## src/rtl/core/tcal_pkg.sv

```systemverilog
// ============================================================================
// tcal_pkg: shared types and constants of the touch sample calibrator
// Holds the controller states, the command group from the controller to the
// datapath and the fixed widths of the arithmetic.
// ============================================================================
package tcal_pkg;

    localparam int unsigned COORD_W = 12;
    localparam int unsigned PRESS_W = 16;
    localparam int unsigned COEF_W  = 19;
    localparam int unsigned OFFS_W  = 26;
    localparam int unsigned DIV_W   = 16;
    localparam int unsigned CFG_W   = 26;
    localparam int unsigned IDX_W   = 3;
    localparam int unsigned CNT_W   = 16;
    localparam int unsigned ACC_W   = 34;
    localparam int unsigned QUO_W   = 32;
    localparam int unsigned RX_W    = 24;
    localparam int unsigned STEP_W  = 6;

    localparam logic [STEP_W-1:0] PRESS_STEPS = 6'd24;
    localparam logic [STEP_W-1:0] AXIS_STEPS  = 6'd32;
    localparam logic [COORD_W-1:0] COORD_MAX  = 12'hFFF;

    // configuration register indexes
    localparam logic [IDX_W-1:0] REG_X_RES    = 3'd0;
    localparam logic [IDX_W-1:0] REG_X_FROM_X = 3'd1;
    localparam logic [IDX_W-1:0] REG_X_FROM_Y = 3'd2;
    localparam logic [IDX_W-1:0] REG_X_OFFSET = 3'd3;
    localparam logic [IDX_W-1:0] REG_Y_FROM_X = 3'd4;
    localparam logic [IDX_W-1:0] REG_Y_FROM_Y = 3'd5;
    localparam logic [IDX_W-1:0] REG_Y_OFFSET = 3'd6;
    localparam logic [IDX_W-1:0] REG_DIVISOR  = 3'd7;

    localparam logic ACT_SAMPLE = 1'b0;
    localparam logic ACT_TICK   = 1'b1;

    typedef enum logic [3:0] {
        S_IDLE,
        S_MUL_RX,
        S_MUL_RXZ,
        S_DIV_P_LOAD,
        S_DIV_P,
        S_SAVE_P,
        S_AXIS_A,
        S_AXIS_B,
        S_DIV_A_LOAD,
        S_DIV_A,
        S_SAVE_A,
        S_DONE
    } state_t;

    typedef enum logic [2:0] {
        MUL_NONE,
        MUL_RX,
        MUL_RXZ,
        MUL_AXIS_A,
        MUL_AXIS_B
    } mul_op_t;

    typedef struct packed {
        logic    load_in;
        mul_op_t mul_op;
        logic    axis;
        logic    div_load_p;
        logic    div_load_a;
        logic    div_step;
        logic    save_p;
        logic    save_a;
        logic    out_load;
        logic    out_penup;
        logic    out_changed;
    } cmd_t;

endpackage

```

## src/rtl/core/tcal_stream_if.sv

```systemverilog
// ============================================================================
// tcal_stream_if: request channels of the touch sample calibrator
// Input channel carries one sample or tick request; output channel one event.
// ============================================================================
interface tcal_in_if;
    logic        valid;
    logic        ready;
    logic        action;
    logic [11:0] raw_x;
    logic [11:0] raw_y;
    logic [11:0] raw_z1;
    logic [11:0] raw_z2;

    modport source (output valid, action, raw_x, raw_y, raw_z1, raw_z2, input ready);
    modport sink   (input valid, action, raw_x, raw_y, raw_z1, raw_z2, output ready);
endinterface

interface tcal_out_if;
    logic        valid;
    logic        ready;
    logic        event_kind;
    logic [11:0] pos_x;
    logic [11:0] pos_y;
    logic [15:0] pressure;
    logic        touch;
    logic        touch_changed;

    modport source (output valid, event_kind, pos_x, pos_y, pressure, touch, touch_changed,
                    input ready);
    modport sink   (input valid, event_kind, pos_x, pos_y, pressure, touch, touch_changed,
                    output ready);
endinterface

```

## src/rtl/core/tcal_datapath.sv

```systemverilog
// ============================================================================
// tcal_datapath: arithmetic of the touch sample calibrator
// Configuration registers, one shared multiplier, an accumulator, a serial
// restoring divider and the result register.
// ============================================================================
module tcal_datapath (
    input  logic                          clk,
    input  logic                          rst_n,
    input  logic                          cfg_we,
    input  logic [tcal_pkg::IDX_W-1:0]    cfg_index,
    input  logic [tcal_pkg::CFG_W-1:0]    cfg_data,
    input  tcal_pkg::cmd_t                cmd,
    input  logic [tcal_pkg::COORD_W-1:0]  in_x,
    input  logic [tcal_pkg::COORD_W-1:0]  in_y,
    input  logic [tcal_pkg::COORD_W-1:0]  in_z1,
    input  logic [tcal_pkg::COORD_W-1:0]  in_z2,
    output logic                          event_kind,
    output logic [tcal_pkg::COORD_W-1:0]  pos_x,
    output logic [tcal_pkg::COORD_W-1:0]  pos_y,
    output logic [tcal_pkg::PRESS_W-1:0]  pressure,
    output logic                          touch,
    output logic                          touch_changed
);

    // configuration registers
    logic [11:0]                    xres_reg;
    logic signed [tcal_pkg::COEF_W-1:0] xfx_reg, xfy_reg, yfx_reg, yfy_reg;
    logic signed [tcal_pkg::OFFS_W-1:0] xoff_reg, yoff_reg;
    logic [tcal_pkg::DIV_W-1:0]     div_reg;

    // captured sample
    logic [tcal_pkg::COORD_W-1:0]   x_reg, yi_reg, z1_reg, z2_reg;

    // arithmetic state
    logic [tcal_pkg::RX_W-1:0]      rx_reg;
    logic [tcal_pkg::RX_W-1:0]      pn_reg;
    logic signed [tcal_pkg::ACC_W-1:0] acc_reg;
    logic [tcal_pkg::QUO_W-1:0]     num_reg, num_next;
    logic [tcal_pkg::DIV_W-1:0]     rem_reg, rem_next;
    logic [tcal_pkg::DIV_W-1:0]     den_reg;
    logic [tcal_pkg::PRESS_W-1:0]   press_reg, press_next;
    logic [tcal_pkg::COORD_W-1:0]   px_reg, py_reg, axis_val;

    // result register
    logic                           kind_reg, touch_reg, chg_reg;
    logic [tcal_pkg::COORD_W-1:0]   ox_reg, oy_reg;
    logic [tcal_pkg::PRESS_W-1:0]   op_reg;

    logic signed [24:0] mul_a;
    logic signed [19:0] mul_b;
    logic signed [44:0] prod;
    logic [tcal_pkg::DIV_W:0] rem_sh;
    logic               rem_ge;
    logic [tcal_pkg::RX_W-1:0] pdiff;

    // write configuration; a zero divisor is dropped
    always_ff @(posedge clk or negedge rst_n)
    begin
        if (!rst_n)
        begin
            xres_reg <= '0;
            xfx_reg  <= 19'sd4096;
            xfy_reg  <= '0;
            xoff_reg <= '0;
            yfx_reg  <= '0;
            yfy_reg  <= 19'sd4096;
            yoff_reg <= '0;
            div_reg  <= 16'd4096;
        end
        else if (cfg_we)
        begin
            unique case (cfg_index)
                tcal_pkg::REG_X_RES:    xres_reg <= cfg_data[11:0];
                tcal_pkg::REG_X_FROM_X: xfx_reg  <= cfg_data[tcal_pkg::COEF_W-1:0];
                tcal_pkg::REG_X_FROM_Y: xfy_reg  <= cfg_data[tcal_pkg::COEF_W-1:0];
                tcal_pkg::REG_X_OFFSET: xoff_reg <= cfg_data[tcal_pkg::OFFS_W-1:0];
                tcal_pkg::REG_Y_FROM_X: yfx_reg  <= cfg_data[tcal_pkg::COEF_W-1:0];
                tcal_pkg::REG_Y_FROM_Y: yfy_reg  <= cfg_data[tcal_pkg::COEF_W-1:0];
                tcal_pkg::REG_Y_OFFSET: yoff_reg <= cfg_data[tcal_pkg::OFFS_W-1:0];
                tcal_pkg::REG_DIVISOR:
                begin
                    if (cfg_data[tcal_pkg::DIV_W-1:0] != '0)
                        div_reg <= cfg_data[tcal_pkg::DIV_W-1:0];
                end
                default: ;
            endcase
        end
    end

    // select multiplier operands
    always_comb
    begin
        mul_a = '0;
        mul_b = '0;
        unique case (cmd.mul_op)
            tcal_pkg::MUL_RX:
            begin
                mul_a = {13'd0, x_reg};
                mul_b = {8'd0, xres_reg};
            end
            tcal_pkg::MUL_RXZ:
            begin
                mul_a = {1'b0, rx_reg};
                mul_b = {8'd0, z2_reg};
            end
            tcal_pkg::MUL_AXIS_A:
            begin
                mul_a = {13'd0, x_reg};
                mul_b = cmd.axis ? 20'(yfx_reg) : 20'(xfx_reg);
            end
            tcal_pkg::MUL_AXIS_B:
            begin
                mul_a = {13'd0, yi_reg};
                mul_b = cmd.axis ? 20'(yfy_reg) : 20'(xfy_reg);
            end
            default: ;
        endcase
    end

    assign prod = mul_a * mul_b;

    // one restoring division step
    always_comb
    begin
        rem_sh   = {rem_reg, num_reg[tcal_pkg::QUO_W-1]};
        rem_ge   = rem_sh >= {1'b0, den_reg};
        rem_next = rem_ge ? tcal_pkg::DIV_W'(rem_sh - {1'b0, den_reg})
                          : rem_sh[tcal_pkg::DIV_W-1:0];
        num_next = {num_reg[tcal_pkg::QUO_W-2:0], rem_ge};
    end

    // pressure from quotient minus R*x/4096, clamped and saturated
    always_comb
    begin
        pdiff = num_reg[tcal_pkg::RX_W-1:0] - {12'd0, rx_reg[23:12]};
        if (z1_reg == '0 || num_reg[tcal_pkg::RX_W-1:0] <= {12'd0, rx_reg[23:12]})
            press_next = '0;
        else if (pdiff[23:16] != '0)
            press_next = '1;
        else
            press_next = pdiff[15:0];
    end

    // clamp axis quotient; a negative sum always lands at zero
    always_comb
    begin
        if (acc_reg[tcal_pkg::ACC_W-1])
            axis_val = '0;
        else if (num_reg[tcal_pkg::QUO_W-1:tcal_pkg::COORD_W] != '0)
            axis_val = tcal_pkg::COORD_MAX;
        else
            axis_val = num_reg[tcal_pkg::COORD_W-1:0];
    end

    // advance the arithmetic
    always_ff @(posedge clk)
    begin
        if (cmd.load_in)
        begin
            x_reg  <= in_x;
            yi_reg <= tcal_pkg::COORD_MAX - in_y;
            z1_reg <= in_z1;
            z2_reg <= in_z2;
        end
        unique case (cmd.mul_op)
            tcal_pkg::MUL_RX:     rx_reg  <= prod[tcal_pkg::RX_W-1:0];
            tcal_pkg::MUL_RXZ:    pn_reg  <= prod[35:12];
            tcal_pkg::MUL_AXIS_A: acc_reg <= (cmd.axis ? tcal_pkg::ACC_W'(yoff_reg)
                                                       : tcal_pkg::ACC_W'(xoff_reg))
                                             + prod[tcal_pkg::ACC_W-1:0];
            tcal_pkg::MUL_AXIS_B: acc_reg <= acc_reg + prod[tcal_pkg::ACC_W-1:0];
            default: ;
        endcase
        if (cmd.div_load_p)
        begin
            num_reg <= {pn_reg, 8'd0};
            rem_reg <= '0;
            den_reg <= {4'd0, z1_reg};
        end
        else if (cmd.div_load_a)
        begin
            num_reg <= acc_reg[tcal_pkg::QUO_W-1:0];
            rem_reg <= '0;
            den_reg <= div_reg;
        end
        else if (cmd.div_step)
        begin
            num_reg <= num_next;
            rem_reg <= rem_next;
        end
        if (cmd.save_p)
            press_reg <= press_next;
        if (cmd.save_a)
        begin
            if (cmd.axis)
                py_reg <= axis_val;
            else
                px_reg <= axis_val;
        end
        if (cmd.out_load)
        begin
            kind_reg  <= cmd.out_penup;
            touch_reg <= !cmd.out_penup;
            chg_reg   <= cmd.out_changed;
            ox_reg    <= cmd.out_penup ? '0 : px_reg;
            oy_reg    <= cmd.out_penup ? '0 : py_reg;
            op_reg    <= cmd.out_penup ? '0 : press_reg;
        end
    end

    assign event_kind    = kind_reg;
    assign pos_x         = ox_reg;
    assign pos_y         = oy_reg;
    assign pressure      = op_reg;
    assign touch         = touch_reg;
    assign touch_changed = chg_reg;

endmodule

```

## src/rtl/core/tcal_ctrl.sv

```systemverilog
// ============================================================================
// tcal_ctrl: sequencer of the touch sample calibrator
// Steps the datapath through pressure and both axes, keeps the pen state and
// the pen-up countdown, and owns the request handshakes.
// ============================================================================
module tcal_ctrl #(
    parameter int unsigned PENUP_TICKS = 100
) (
    input  logic           clk,
    input  logic           rst_n,
    input  logic           in_valid,
    input  logic           in_action,
    output logic           in_ready,
    output logic           out_valid,
    input  logic           out_ready,
    output tcal_pkg::cmd_t cmd
);

    tcal_pkg::state_t                state_reg, state_next;
    logic [tcal_pkg::STEP_W-1:0]     cnt_reg, cnt_next;
    logic [tcal_pkg::CNT_W-1:0]      down_reg, down_next;
    logic                            pen_reg, pen_next;
    logic                            axis_reg, axis_next;
    logic                            penup_reg, penup_next;
    logic                            chg_reg, chg_next;
    logic                            ovld_reg, ovld_next;
    logic                            accept;

    // hold state
    always_ff @(posedge clk or negedge rst_n)
    begin
        if (!rst_n)
        begin
            state_reg <= tcal_pkg::S_IDLE;
            cnt_reg   <= '0;
            down_reg  <= '0;
            pen_reg   <= 1'b0;
            axis_reg  <= 1'b0;
            penup_reg <= 1'b0;
            chg_reg   <= 1'b0;
            ovld_reg  <= 1'b0;
        end
        else
        begin
            state_reg <= state_next;
            cnt_reg   <= cnt_next;
            down_reg  <= down_next;
            pen_reg   <= pen_next;
            axis_reg  <= axis_next;
            penup_reg <= penup_next;
            chg_reg   <= chg_next;
            ovld_reg  <= ovld_next;
        end
    end

    assign in_ready  = (state_reg == tcal_pkg::S_IDLE);
    assign accept    = in_valid && in_ready;
    assign out_valid = ovld_reg;

    // next state and commands
    always_comb
    begin
        state_next = state_reg;
        cnt_next   = cnt_reg;
        down_next  = down_reg;
        pen_next   = pen_reg;
        axis_next  = axis_reg;
        penup_next = penup_reg;
        chg_next   = chg_reg;
        ovld_next  = ovld_reg && !out_ready;
        cmd        = '0;
        cmd.mul_op = tcal_pkg::MUL_NONE;
        cmd.axis   = axis_reg;
        cmd.out_penup   = penup_reg;
        cmd.out_changed = chg_reg;

        unique case (state_reg)
            tcal_pkg::S_IDLE:
            begin
                if (accept)
                begin
                    cmd.load_in = 1'b1;
                    if (in_action == tcal_pkg::ACT_SAMPLE)
                    begin
                        chg_next   = !pen_reg;
                        pen_next   = 1'b1;
                        down_next  = tcal_pkg::CNT_W'(PENUP_TICKS);
                        penup_next = 1'b0;
                        axis_next  = 1'b0;
                        state_next = tcal_pkg::S_MUL_RX;
                    end
                    else if (pen_reg)
                    begin
                        if (down_reg > tcal_pkg::CNT_W'(1))
                            down_next = down_reg - tcal_pkg::CNT_W'(1);
                        else
                        begin
                            down_next  = '0;
                            pen_next   = 1'b0;
                            penup_next = 1'b1;
                            chg_next   = 1'b1;
                            state_next = tcal_pkg::S_DONE;
                        end
                    end
                end
            end
            tcal_pkg::S_MUL_RX:
            begin
                cmd.mul_op = tcal_pkg::MUL_RX;
                state_next = tcal_pkg::S_MUL_RXZ;
            end
            tcal_pkg::S_MUL_RXZ:
            begin
                cmd.mul_op = tcal_pkg::MUL_RXZ;
                state_next = tcal_pkg::S_DIV_P_LOAD;
            end
            tcal_pkg::S_DIV_P_LOAD:
            begin
                cmd.div_load_p = 1'b1;
                cnt_next   = tcal_pkg::PRESS_STEPS;
                state_next = tcal_pkg::S_DIV_P;
            end
            tcal_pkg::S_DIV_P:
            begin
                cmd.div_step = 1'b1;
                cnt_next     = cnt_reg - tcal_pkg::STEP_W'(1);
                if (cnt_reg == tcal_pkg::STEP_W'(1))
                    state_next = tcal_pkg::S_SAVE_P;
            end
            tcal_pkg::S_SAVE_P:
            begin
                cmd.save_p = 1'b1;
                state_next = tcal_pkg::S_AXIS_A;
            end
            tcal_pkg::S_AXIS_A:
            begin
                cmd.mul_op = tcal_pkg::MUL_AXIS_A;
                state_next = tcal_pkg::S_AXIS_B;
            end
            tcal_pkg::S_AXIS_B:
            begin
                cmd.mul_op = tcal_pkg::MUL_AXIS_B;
                state_next = tcal_pkg::S_DIV_A_LOAD;
            end
            tcal_pkg::S_DIV_A_LOAD:
            begin
                cmd.div_load_a = 1'b1;
                cnt_next   = tcal_pkg::AXIS_STEPS;
                state_next = tcal_pkg::S_DIV_A;
            end
            tcal_pkg::S_DIV_A:
            begin
                cmd.div_step = 1'b1;
                cnt_next     = cnt_reg - tcal_pkg::STEP_W'(1);
                if (cnt_reg == tcal_pkg::STEP_W'(1))
                    state_next = tcal_pkg::S_SAVE_A;
            end
            tcal_pkg::S_SAVE_A:
            begin
                cmd.save_a = 1'b1;
                if (axis_reg)
                    state_next = tcal_pkg::S_DONE;
                else
                begin
                    axis_next  = 1'b1;
                    state_next = tcal_pkg::S_AXIS_A;
                end
            end
            tcal_pkg::S_DONE:
            begin
                // load the result register once it is free
                if (!ovld_reg || out_ready)
                begin
                    cmd.out_load = 1'b1;
                    ovld_next    = 1'b1;
                    state_next   = tcal_pkg::S_IDLE;
                end
            end
            default: state_next = tcal_pkg::S_IDLE;
        endcase
    end

endmodule

```

## src/rtl/core/touch_sample_calibrator_unit.sv

```systemverilog
// ============================================================================
// touch_sample_calibrator_unit: resistive touch pressure and calibration
// A sample runs a 24-step pressure divide and two 32-step axis divides on one
// serial divider; a tick gives a result only when the pen-up countdown ends.
// One request is in progress at a time; the result register frees the input
// side while a result waits. Reset restores default calibration,
// pen up, countdown zero, no pending result.
// ============================================================================
module touch_sample_calibrator_unit #(
    parameter int unsigned PENUP_TICKS = 100
) (
    input  logic                       clk,
    input  logic                       rst_n,
    input  logic                       cfg_we,
    input  logic [tcal_pkg::IDX_W-1:0] cfg_index,
    input  logic [tcal_pkg::CFG_W-1:0] cfg_data,
    tcal_in_if.sink                    sample_in,
    tcal_out_if.source                 result_out
);

    tcal_pkg::cmd_t cmd;

    tcal_ctrl #(
        .PENUP_TICKS (PENUP_TICKS)
    ) u_ctrl (
        .clk       (clk),
        .rst_n     (rst_n),
        .in_valid  (sample_in.valid),
        .in_action (sample_in.action),
        .in_ready  (sample_in.ready),
        .out_valid (result_out.valid),
        .out_ready (result_out.ready),
        .cmd       (cmd)
    );

    tcal_datapath u_dp (
        .clk           (clk),
        .rst_n         (rst_n),
        .cfg_we        (cfg_we),
        .cfg_index     (cfg_index),
        .cfg_data      (cfg_data),
        .cmd           (cmd),
        .in_x          (sample_in.raw_x),
        .in_y          (sample_in.raw_y),
        .in_z1         (sample_in.raw_z1),
        .in_z2         (sample_in.raw_z2),
        .event_kind    (result_out.event_kind),
        .pos_x         (result_out.pos_x),
        .pos_y         (result_out.pos_y),
        .pressure      (result_out.pressure),
        .touch         (result_out.touch),
        .touch_changed (result_out.touch_changed)
    );

endmodule
```

## src/flat_wrapper.sv

```systemverilog
// flat-port wrapper written by rule: the top's interface ports become plain ports
module touch_sample_calibrator_unit_flat 
#(
    parameter int unsigned PENUP_TICKS = 100
)
  (clk, rst_n, cfg_we, cfg_index, cfg_data, sample_in_valid, sample_in_action, sample_in_raw_x, sample_in_raw_y, sample_in_raw_z1, sample_in_raw_z2, sample_in_ready, result_out_valid, result_out_event_kind, result_out_pos_x, result_out_pos_y, result_out_pressure, result_out_touch, result_out_touch_changed, result_out_ready);
  tcal_in_if sample_in_i ();
  tcal_out_if result_out_i ();
  input  logic clk;
  input  logic rst_n;
  input  logic cfg_we;
  input  logic [tcal_pkg::IDX_W-1:0] cfg_index;
  input  logic [tcal_pkg::CFG_W-1:0] cfg_data;
  input wire logic [$bits(sample_in_i.valid)-1:0] sample_in_valid;
  input wire logic [$bits(sample_in_i.action)-1:0] sample_in_action;
  input wire logic [$bits(sample_in_i.raw_x)-1:0] sample_in_raw_x;
  input wire logic [$bits(sample_in_i.raw_y)-1:0] sample_in_raw_y;
  input wire logic [$bits(sample_in_i.raw_z1)-1:0] sample_in_raw_z1;
  input wire logic [$bits(sample_in_i.raw_z2)-1:0] sample_in_raw_z2;
  output wire logic [$bits(sample_in_i.ready)-1:0] sample_in_ready;
  output wire logic [$bits(result_out_i.valid)-1:0] result_out_valid;
  output wire logic [$bits(result_out_i.event_kind)-1:0] result_out_event_kind;
  output wire logic [$bits(result_out_i.pos_x)-1:0] result_out_pos_x;
  output wire logic [$bits(result_out_i.pos_y)-1:0] result_out_pos_y;
  output wire logic [$bits(result_out_i.pressure)-1:0] result_out_pressure;
  output wire logic [$bits(result_out_i.touch)-1:0] result_out_touch;
  output wire logic [$bits(result_out_i.touch_changed)-1:0] result_out_touch_changed;
  input wire logic [$bits(result_out_i.ready)-1:0] result_out_ready;
  assign sample_in_i.valid = sample_in_valid;
  assign sample_in_i.action = sample_in_action;
  assign sample_in_i.raw_x = sample_in_raw_x;
  assign sample_in_i.raw_y = sample_in_raw_y;
  assign sample_in_i.raw_z1 = sample_in_raw_z1;
  assign sample_in_i.raw_z2 = sample_in_raw_z2;
  assign sample_in_ready = sample_in_i.ready;
  assign result_out_valid = result_out_i.valid;
  assign result_out_event_kind = result_out_i.event_kind;
  assign result_out_pos_x = result_out_i.pos_x;
  assign result_out_pos_y = result_out_i.pos_y;
  assign result_out_pressure = result_out_i.pressure;
  assign result_out_touch = result_out_i.touch;
  assign result_out_touch_changed = result_out_i.touch_changed;
  assign result_out_i.ready = result_out_ready;
  touch_sample_calibrator_unit #(.PENUP_TICKS(PENUP_TICKS)) u_core (.clk(clk), .rst_n(rst_n), .cfg_we(cfg_we), .cfg_index(cfg_index), .cfg_data(cfg_data), .sample_in(sample_in_i), .result_out(result_out_i));
endmodule
```

## config.mk

```make
export PLATFORM = sky130hd
export DESIGN_NAME = touch_sample_calibrator_unit_flat
export DESIGN_NICKNAME = d
export VERILOG_FILES = /design/src/rtl/core/tcal_pkg.sv /design/src/rtl/core/tcal_stream_if.sv /design/src/rtl/core/tcal_datapath.sv /design/src/rtl/core/tcal_ctrl.sv /design/src/rtl/core/touch_sample_calibrator_unit.sv /design/src/flat_wrapper.sv
export SDC_FILE = /design/constraint.sdc
export NUM_CORES = 2
export LEC_CHECK = 0
export ABC_AREA = 1
export BUFFER_PORTS_ARGS = -buffer_cell sky130_fd_sc_hd__buf_2
export CAP_MARGIN = 20
export CORE_MARGIN = 8
export CORE_UTILIZATION = 58
export CTS_CLUSTER_SIZE = 30
export DETAILED_ROUTE_END_ITERATION = 12
export PLACE_DENSITY = 0.84
export RECOVER_POWER = 25
export SLEW_MARGIN = 20
export SYNTH_ARGS = -nofsm -noshare
export SYNTH_HDL_FRONTEND = slang
export SYNTH_SLANG_ARGS = --single-unit
export TNS_END_PERCENT = 1
```

## constraint.sdc

```tcl
create_clock -name clk -period 9.64 [get_ports clk]
set_input_delay 2.41 -clock clk [delete_from_list [all_inputs] [get_ports clk]]
set_output_delay 2.41 -clock clk [all_outputs]
set_load 0.05 [all_outputs]
```

* After elaboration in Yosys (flattened, before gate mapping) *
Cells that the tools add are included.

word-level totals
  flip-flop bits (word level) = 464
  input bits = 83
  output and inout bits = 45
  word-level logic and storage cells = 169

cells by class
  add/sub/neg operators = 7
  multiply operators = 1
  magnitude comparators = 3
  eq/ne operators = 32
  muxes and demuxes = 50
  bitwise gates (word level) = 1
  reductions and logical operators = 38

operators with widths
  cell                                                                   number
  32-bit 2-to-1 mux                                                      3
  16-bit 2-to-1 mux                                                      5
  20-bit case mux with 4 select lines                                    1
  24-bit case mux with 3 select lines                                    1
  34-bit adder                                                           2
  34-bit case mux with 2 select lines                                    1
  12-bit 2-to-1 mux                                                      4
  4-bit case mux with 12 select lines                                    1
  20-bit 2-to-1 mux                                                      2
  25-bit by 20-bit multiplier with 36-bit output                         1
  34-bit 2-to-1 mux                                                      1
  4-bit 2-to-1 mux                                                       8
  24-bit by 12-bit less-or-equal comparator with 1-bit output            1
  24-bit by 12-bit subtractor with 24-bit output                         1
  1-bit 2-to-1 mux                                                       20
  2-bit AND reduction                                                    10
  20-bit nonzero test                                                    1
  6-bit case mux with 3 select lines                                     1
  17-bit by 16-bit greater-or-equal comparator with 1-bit output         1
  4-bit by 3-bit equality test with 1-bit output, second input constant  4
  4-bit equality test, second input constant                             4
  16-bit by 1-bit > comparator with 1-bit output, second input constant  1
  16-bit nonzero test                                                    1
  16-bit by 1-bit subtractor with 16-bit output, second input constant   1
  29 further kinds                                                       56

* Depth between registers and ports, before layout *
  word-level depth = 8
  mapped depth = 51
  gate-level depth less buffers = 48

* Hierarchy *
A second synthesis with hierarchy kept.

second synthesis, totals
  cells, all modules = 4106
  area total of the unflattened synthesis = 36523.8 µm²

modules (own cells, without submodules)
  module         instances  cells an instance  area each (µm²)  sequential area each (µm²)
  tcal_datapath  1          3823               34528.1          11945.2
  tcal_ctrl      1          283                1995.7           775.7

* Worst setup path before layout *
Ideal clock, no wire load.

  kind = flip-flop to flip-flop
  start = register u_core.u_ctrl.state_reg[3]
  end = register u_core.u_dp.acc_reg[30] in the netlist's numbering (data pin)
  library setup time = 0.252 ns
  data arrival time = 8.951 ns
  data required time = 9.388 ns
  setup slack = 0.436 ns
  stages on the path, launching flop included = 45
  buffers on the path = 1
  clock period less this slack = 9.204 ns
  path through = dfrtp_1 > nor2_1 > inv_1 > nor2_2 > clkbuf_1 > a22o_1 > a21oi_1 > clkinv_1 > nand2_1 > fa_1 > inv_1 > fa_1 > inv_1 > fa_1 > inv_1 > fa_1 > inv_1 > fa_1 > (+9 left out) > nand2_1 > a21oi_1 > o21bai_1 > nand3_1 > o2111ai_1 > xor2_1 > ha_1 > nand2_1 > nor2_1 > nand2_1 > o311ai_0 > nand3_1 > nand2_1 > nand2_1 > nand2_1 > nand2_1 > nand3_1 > nand2_1

on the way
  word-level cells in the longest chain between the ends = 8
  elaborated cells on any way between the ends = 16
  those cells by class = add/sub: 2; mul: 1; eq/ne: 8; mux: 4; reduce/logical: 1

RTL lines
  what                                                                                                                     RTL line                                    source
  start: declaration                                                                                                       tcal_ctrl.sv:19                             tcal_pkg::state_t state_reg, state_next;
  start signal: assignment                                                                                                 tcal_ctrl.sv:34                             state_reg <= tcal_pkg::S_IDLE;
  start signal: assignment                                                                                                 tcal_ctrl.sv:45                             state_reg <= state_next;
  4-bit by 3-bit equality test with 1-bit output, or another cell as far along                                             tcal_ctrl.sv:77                             unique case (state_reg)
  3-bit case mux with 4 select lines (*)                                                                                   tcal_ctrl.sv:77
  3-bit by 2-bit equality test with 1-bit output / 3-bit by 1-bit equality test with 1-bit output (equally long branches)  tcal_datapath.sv:95                         unique case (cmd.mul_op)
  2-bit OR reduction (no source line)                                                                                      n/a
  24-bit case mux with 3 select lines                                                                                      tcal_datapath.sv:95
  25-bit by 20-bit multiplier with 36-bit output (*)                                                                       tcal_datapath.sv:120                        assign prod = mul_a * mul_b;
  via u_core.u_dp.prod[20]                                                                                                 tcal_datapath.sv:51                         logic signed [44:0] prod;
  34-bit adder (on tied branches)                                                                                          tcal_datapath.sv:171, tcal_datapath.sv:170
  34-bit case mux with 2 select lines (*)                                                                                  tcal_datapath.sv:165                        unique case (cmd.mul_op)
  end signal: assignment                                                                                                   tcal_datapath.sv:168                        tcal_pkg::MUL_AXIS_A: acc_reg <= (cmd.axis ? tcal_pkg::ACC_W'(yoff_reg)
  end signal: assignment                                                                                                   tcal_datapath.sv:171                        tcal_pkg::MUL_AXIS_B: acc_reg <= acc_reg + prod[tcal_pkg::ACC_W-1:0];
  end: declaration                                                                                                         tcal_datapath.sv:37                         logic signed [tcal_pkg::ACC_W-1:0] acc_reg;

Mark *: on every way through the listed nets, which the timed path passes. The rest lies on a longest branch.
A chain may end at the register's enable or synchronous reset.

* Worst setup path in the final report *
  start = register u_core.u_ctrl.axis_reg
  end = register u_core.u_dp.acc_reg[30] in the netlist's numbering (data pin)

on the way
  word-level cells in the longest chain between the ends = 5
  elaborated cells on any way between the ends = 8
  those cells by class = add/sub: 2; mul: 1; mux: 5

RTL lines
  what                                                RTL line                                    source
  start: declaration                                  tcal_ctrl.sv:23                             logic axis_reg, axis_next;
  start signal: assignment                            tcal_ctrl.sv:49                             axis_reg <= axis_next;
  20-bit 2-to-1 mux (on tied branches)                tcal_datapath.sv:114, tcal_datapath.sv:109
  20-bit case mux with 4 select lines (*)             tcal_datapath.sv:95
  25-bit by 20-bit multiplier with 36-bit output (*)  tcal_datapath.sv:120
  via u_core.u_dp.prod[21]                            tcal_datapath.sv:51
  34-bit adder (on tied branches)                     tcal_datapath.sv:171, tcal_datapath.sv:170
  34-bit case mux with 2 select lines (*)             tcal_datapath.sv:165

Marked as above.

==> flow_summary.json <==
{
  "outcome": "finished, violations left",
  "violations": "capacitance limit, slew limit",
  "cts_tree": "done",
  "synth.avg_cell_area_um2": 8.70,
  "wl_met2_um": 46100,
  "path_clk_slew_ns": 0.07,
  "worstMarginPinSlew_ns": 6.08,
  "drc": 0,
  "critical_path_class": "register to register",
  "yosysWarningCount": 0,
  "hold_class": "register to register",
  "async_flop_share_pct": 40.3,
  "maxCapViolCount": 3,
  "worstSetupEndpointType": "register",
  "grt_overflow_total": 0,
  "port_buffers": 127,
  "critPathSlowestCell": "fa_1",
  "period_needed_ns": 9.25,
  "finalSetupViolations": 0,
  "syn_inst": 4239,
  "max_stage_delay_ns": 0.57,
  "regArea_mm2": 0.0127,
  "diodes": 0,
  "rsz0062_at_grt": "false",
  "first_pass_iters": 6,
  "insertion_delay_ns": 0.61,
  "largest_reg_flops": 34,
  "netlist.area_leader.share_pct": 20.3,
  "worst_path_most_repeated_cell": "nand2_1",
  "detailed_place_hpwl_um": 77800,
  "boundaryPins": 128,
  "grt_pass1_vias": 29220,
  "synth_enable_flop_cells": 249,
  "viasPerCell": 5.52,
  "wl_per_cell_um": 18.8,
  "fillCellCount": 5076,
  "final.setup_skew_ns": 0.0456,
  "relSlewSlack_pct": -305,
  "dieArea_mm2": 0.0719,
  "wl_met3_um": 9930,
  "max_freq_ghz": 0.108,
  "clockBufferDepth": 3,
  "multi_input_area_mm2": 0.0206,
  "dr.max_layer_used": "met5",
  "antenna_found_initial": 3,
  "yosysUniqueCellTypes": 63,
  "drv_slew": 206,
  "nets": 5070,
  "grt_use_total_pct": 27.9,
  "synth_top_area_cell": "edfxtp_1",
  "syn_area_mm2": 0.0369,
  "hold_ws_ns": 0.448,
  "seq_area_frac_synth_pct": 34.5,
  "drive_gt1_share_pct": 9.26,
  "clock-sinks": 464,
  "power_leakage_nw": 20.1,
  "grt_max_degree": 115,
  "vias": 29280,
  "initial_core_util_pct": 58.6,
  "drt-met1-wl_um": 38200,
  "rows": 92,
  "cts.htree.levels": 2,
  "postRouteAntennaNets": 0,
  "clock-root-buffer": "clkbuf_16",
  "hold_viol": 0,
  "path_max_fanout": 24,
  "synthFlopType": "edfxtp_1",
  "wl_um": 99900,
  "irDropWorstVdd_uv": 302,
  "grt_pass1_wl_um": 157000,
  "numCtsBuffers": 47,
  "die_h_um": 268,
  "powerDensity_mw_per_mm2": 338,
  "place.gp.congestion": 1.03,
  "synthTopCellsByArea": "edfxtp_1, fa_1, dfrtp_1, nand2_1, inv_1",
  "die_w_um": 268,
  "setup-tns-final_ns": 0,
  "worstPathRequired_ns": 10.01,
  "area_delta_synth_final_pct": 9.75,
  "fin_crit_sh_pct": 95.9,
  "critical_path_arrival_ns": 9.62,
  "start_kind": "register",
  "yosys_register_bits": 464,
  "drt_iter0_drc": 2790,
  "core_mm2": 0.0630
}
==> cell families after synthesis <==
logic type,count (synthesis),share of synthesized area [%]
AND/OR/NAND/NOR,1557,17.2
other,2,0.0204
flip-flops,464,34.5
adder cells (fa/ha/maj),564,26.7
buffers and inverters,998,10.3
AO/OA/AOI/OAI,549,8.81
XOR/XNOR,105,2.49
==> power breakdown <==
part           switching [mW]  total, mW  internal, mW
Clock                   0.810       1.76         0.954
Combinational            5.55       8.50          2.95
Sequential              0.384       3.42          3.03
==> through the flow <==
step / total power [mW] / instance area, um2 / setup WS (ns) / util, % / cells
final: 13.7 / 40500 / 0.392 / 64.3 / 5308
after global routing: 14.7 / 40500 / 0.00122 / 64.3 / 5308
after CTS: 13.5 / 40400 / 0.0931 / 64.2 / 5302
after detailed placement: 11.7 / 38900 / 0.0688 / 61.8 / 5214
after global placement: 11.5 / 38900 / 0.207 / 61.8 / 5213
after floorplan: 9.31 / 37100 / 0.436 / - / 4293
==> worst max-delay path, delay by kind of cell (launching register included) <==
family / cells / cell delay [ns]
adder cells (fa/ha/maj): 9 / 4.22
buffers and inverters: 7 / 1.07
AND/OR/NAND/NOR: 18 / 1.97
AO/OA/AOI/OAI: 4 / 0.94
XOR/XNOR: 1 / 0.40
flip-flops: 1 / 0.40
==> repair_timing <==
item                                    CTS  global route
hold endpoints to repair                  0             0
hold buffers                              0             0
endpoints found under the setup margin    0            11
buffers inserted                          0             6
gates resized for setup                   0            12
==> layer usage <==
metal / vias to the layer above / GRT usage (%)
met5: - / 0
met4: 8 / 13.1
met3: 329 / 6.36
met2: 1487 / 45.6
met1: 14011 / 35.2
li1: 13445 / -
==> final cells by class <==
| class | instances | share of cell area (%) |
|---|---|---|
| Tap cell | 846 | 2.62 |
| Sequential cell | 464 | 31.4 |
| Clock buffer | 57 | 3.05 |
| Clock inverter | 31 | 0.600 |
| Timing Repair Buffer | 218 | 3.31 |
| Inverter | 861 | 8.00 |
| Multi-Input combinational cell | 2831 | 51.0 |
==> final timing paths <==
kind / to / slack [ns] / from / cells after the start
max: u_core.u_dp.acc_reg[30] / 0.39 / u_core.u_ctrl.axis_reg / 39
min: u_core.u_dp.touch_changed / 0.45 / u_core.u_ctrl.chg_reg / 0
max reg2reg: u_core.u_dp.acc_reg[30] / 0.39 / u_core.u_ctrl.axis_reg / 39
min reg2reg: u_core.u_dp.touch_changed / 0.45 / u_core.u_ctrl.chg_reg / 0
max in group asynchronous: u_core.u_dp.xoff_reg[16] / 2.11 / rst_n / 1
min in group asynchronous: u_core.u_dp.xfx_reg[3] / 4.07 / rst_n / 1
==> Yosys cell counts, types with 6 or more instances <==
cell,count
inv_1,833
nand2_2,13
edfxtp_1,249
o21ai_0,239
xnor2_1,43
clkinv_1,7
nor2_1,393
nor2_4,7
nor3_1,11
o21ai_2,10
a21o_1,6
o21ai_1,8
nand2_1,972
nand4_1,19
a21oi_1,126
dfxtp_1,28
a22o_1,34
a21oi_2,12
dfrtp_1,184
inv_2,20
ha_1,193
a31oi_1,61
nand3_1,84
nor4_1,9
o21bai_1,19
fa_1,371
clkbuf_1,99
nand3_2,9
buf_2,26
xor2_1,62
nor2_2,18
buf_1,8
==> cells in the final DEF (no fill, tap or decap), types with 62 or more instances in the layout <==
| cell type | count |
|---|---|
| fa_1 | 371 |
| buf_4 | 80 |
| ha_1 | 193 |
| nor2_1 | 389 |
| nand2_1 | 970 |
| edfxtp_1 | 249 |
| dfrtp_1 | 183 |
| nand3_1 | 84 |
| buf_2 | 125 |
| xor2_1 | 62 |
| o21ai_0 | 238 |
| inv_1 | 828 |
| a21oi_1 | 123 |
Note: power is estimated with default switching activity, not from simulation.
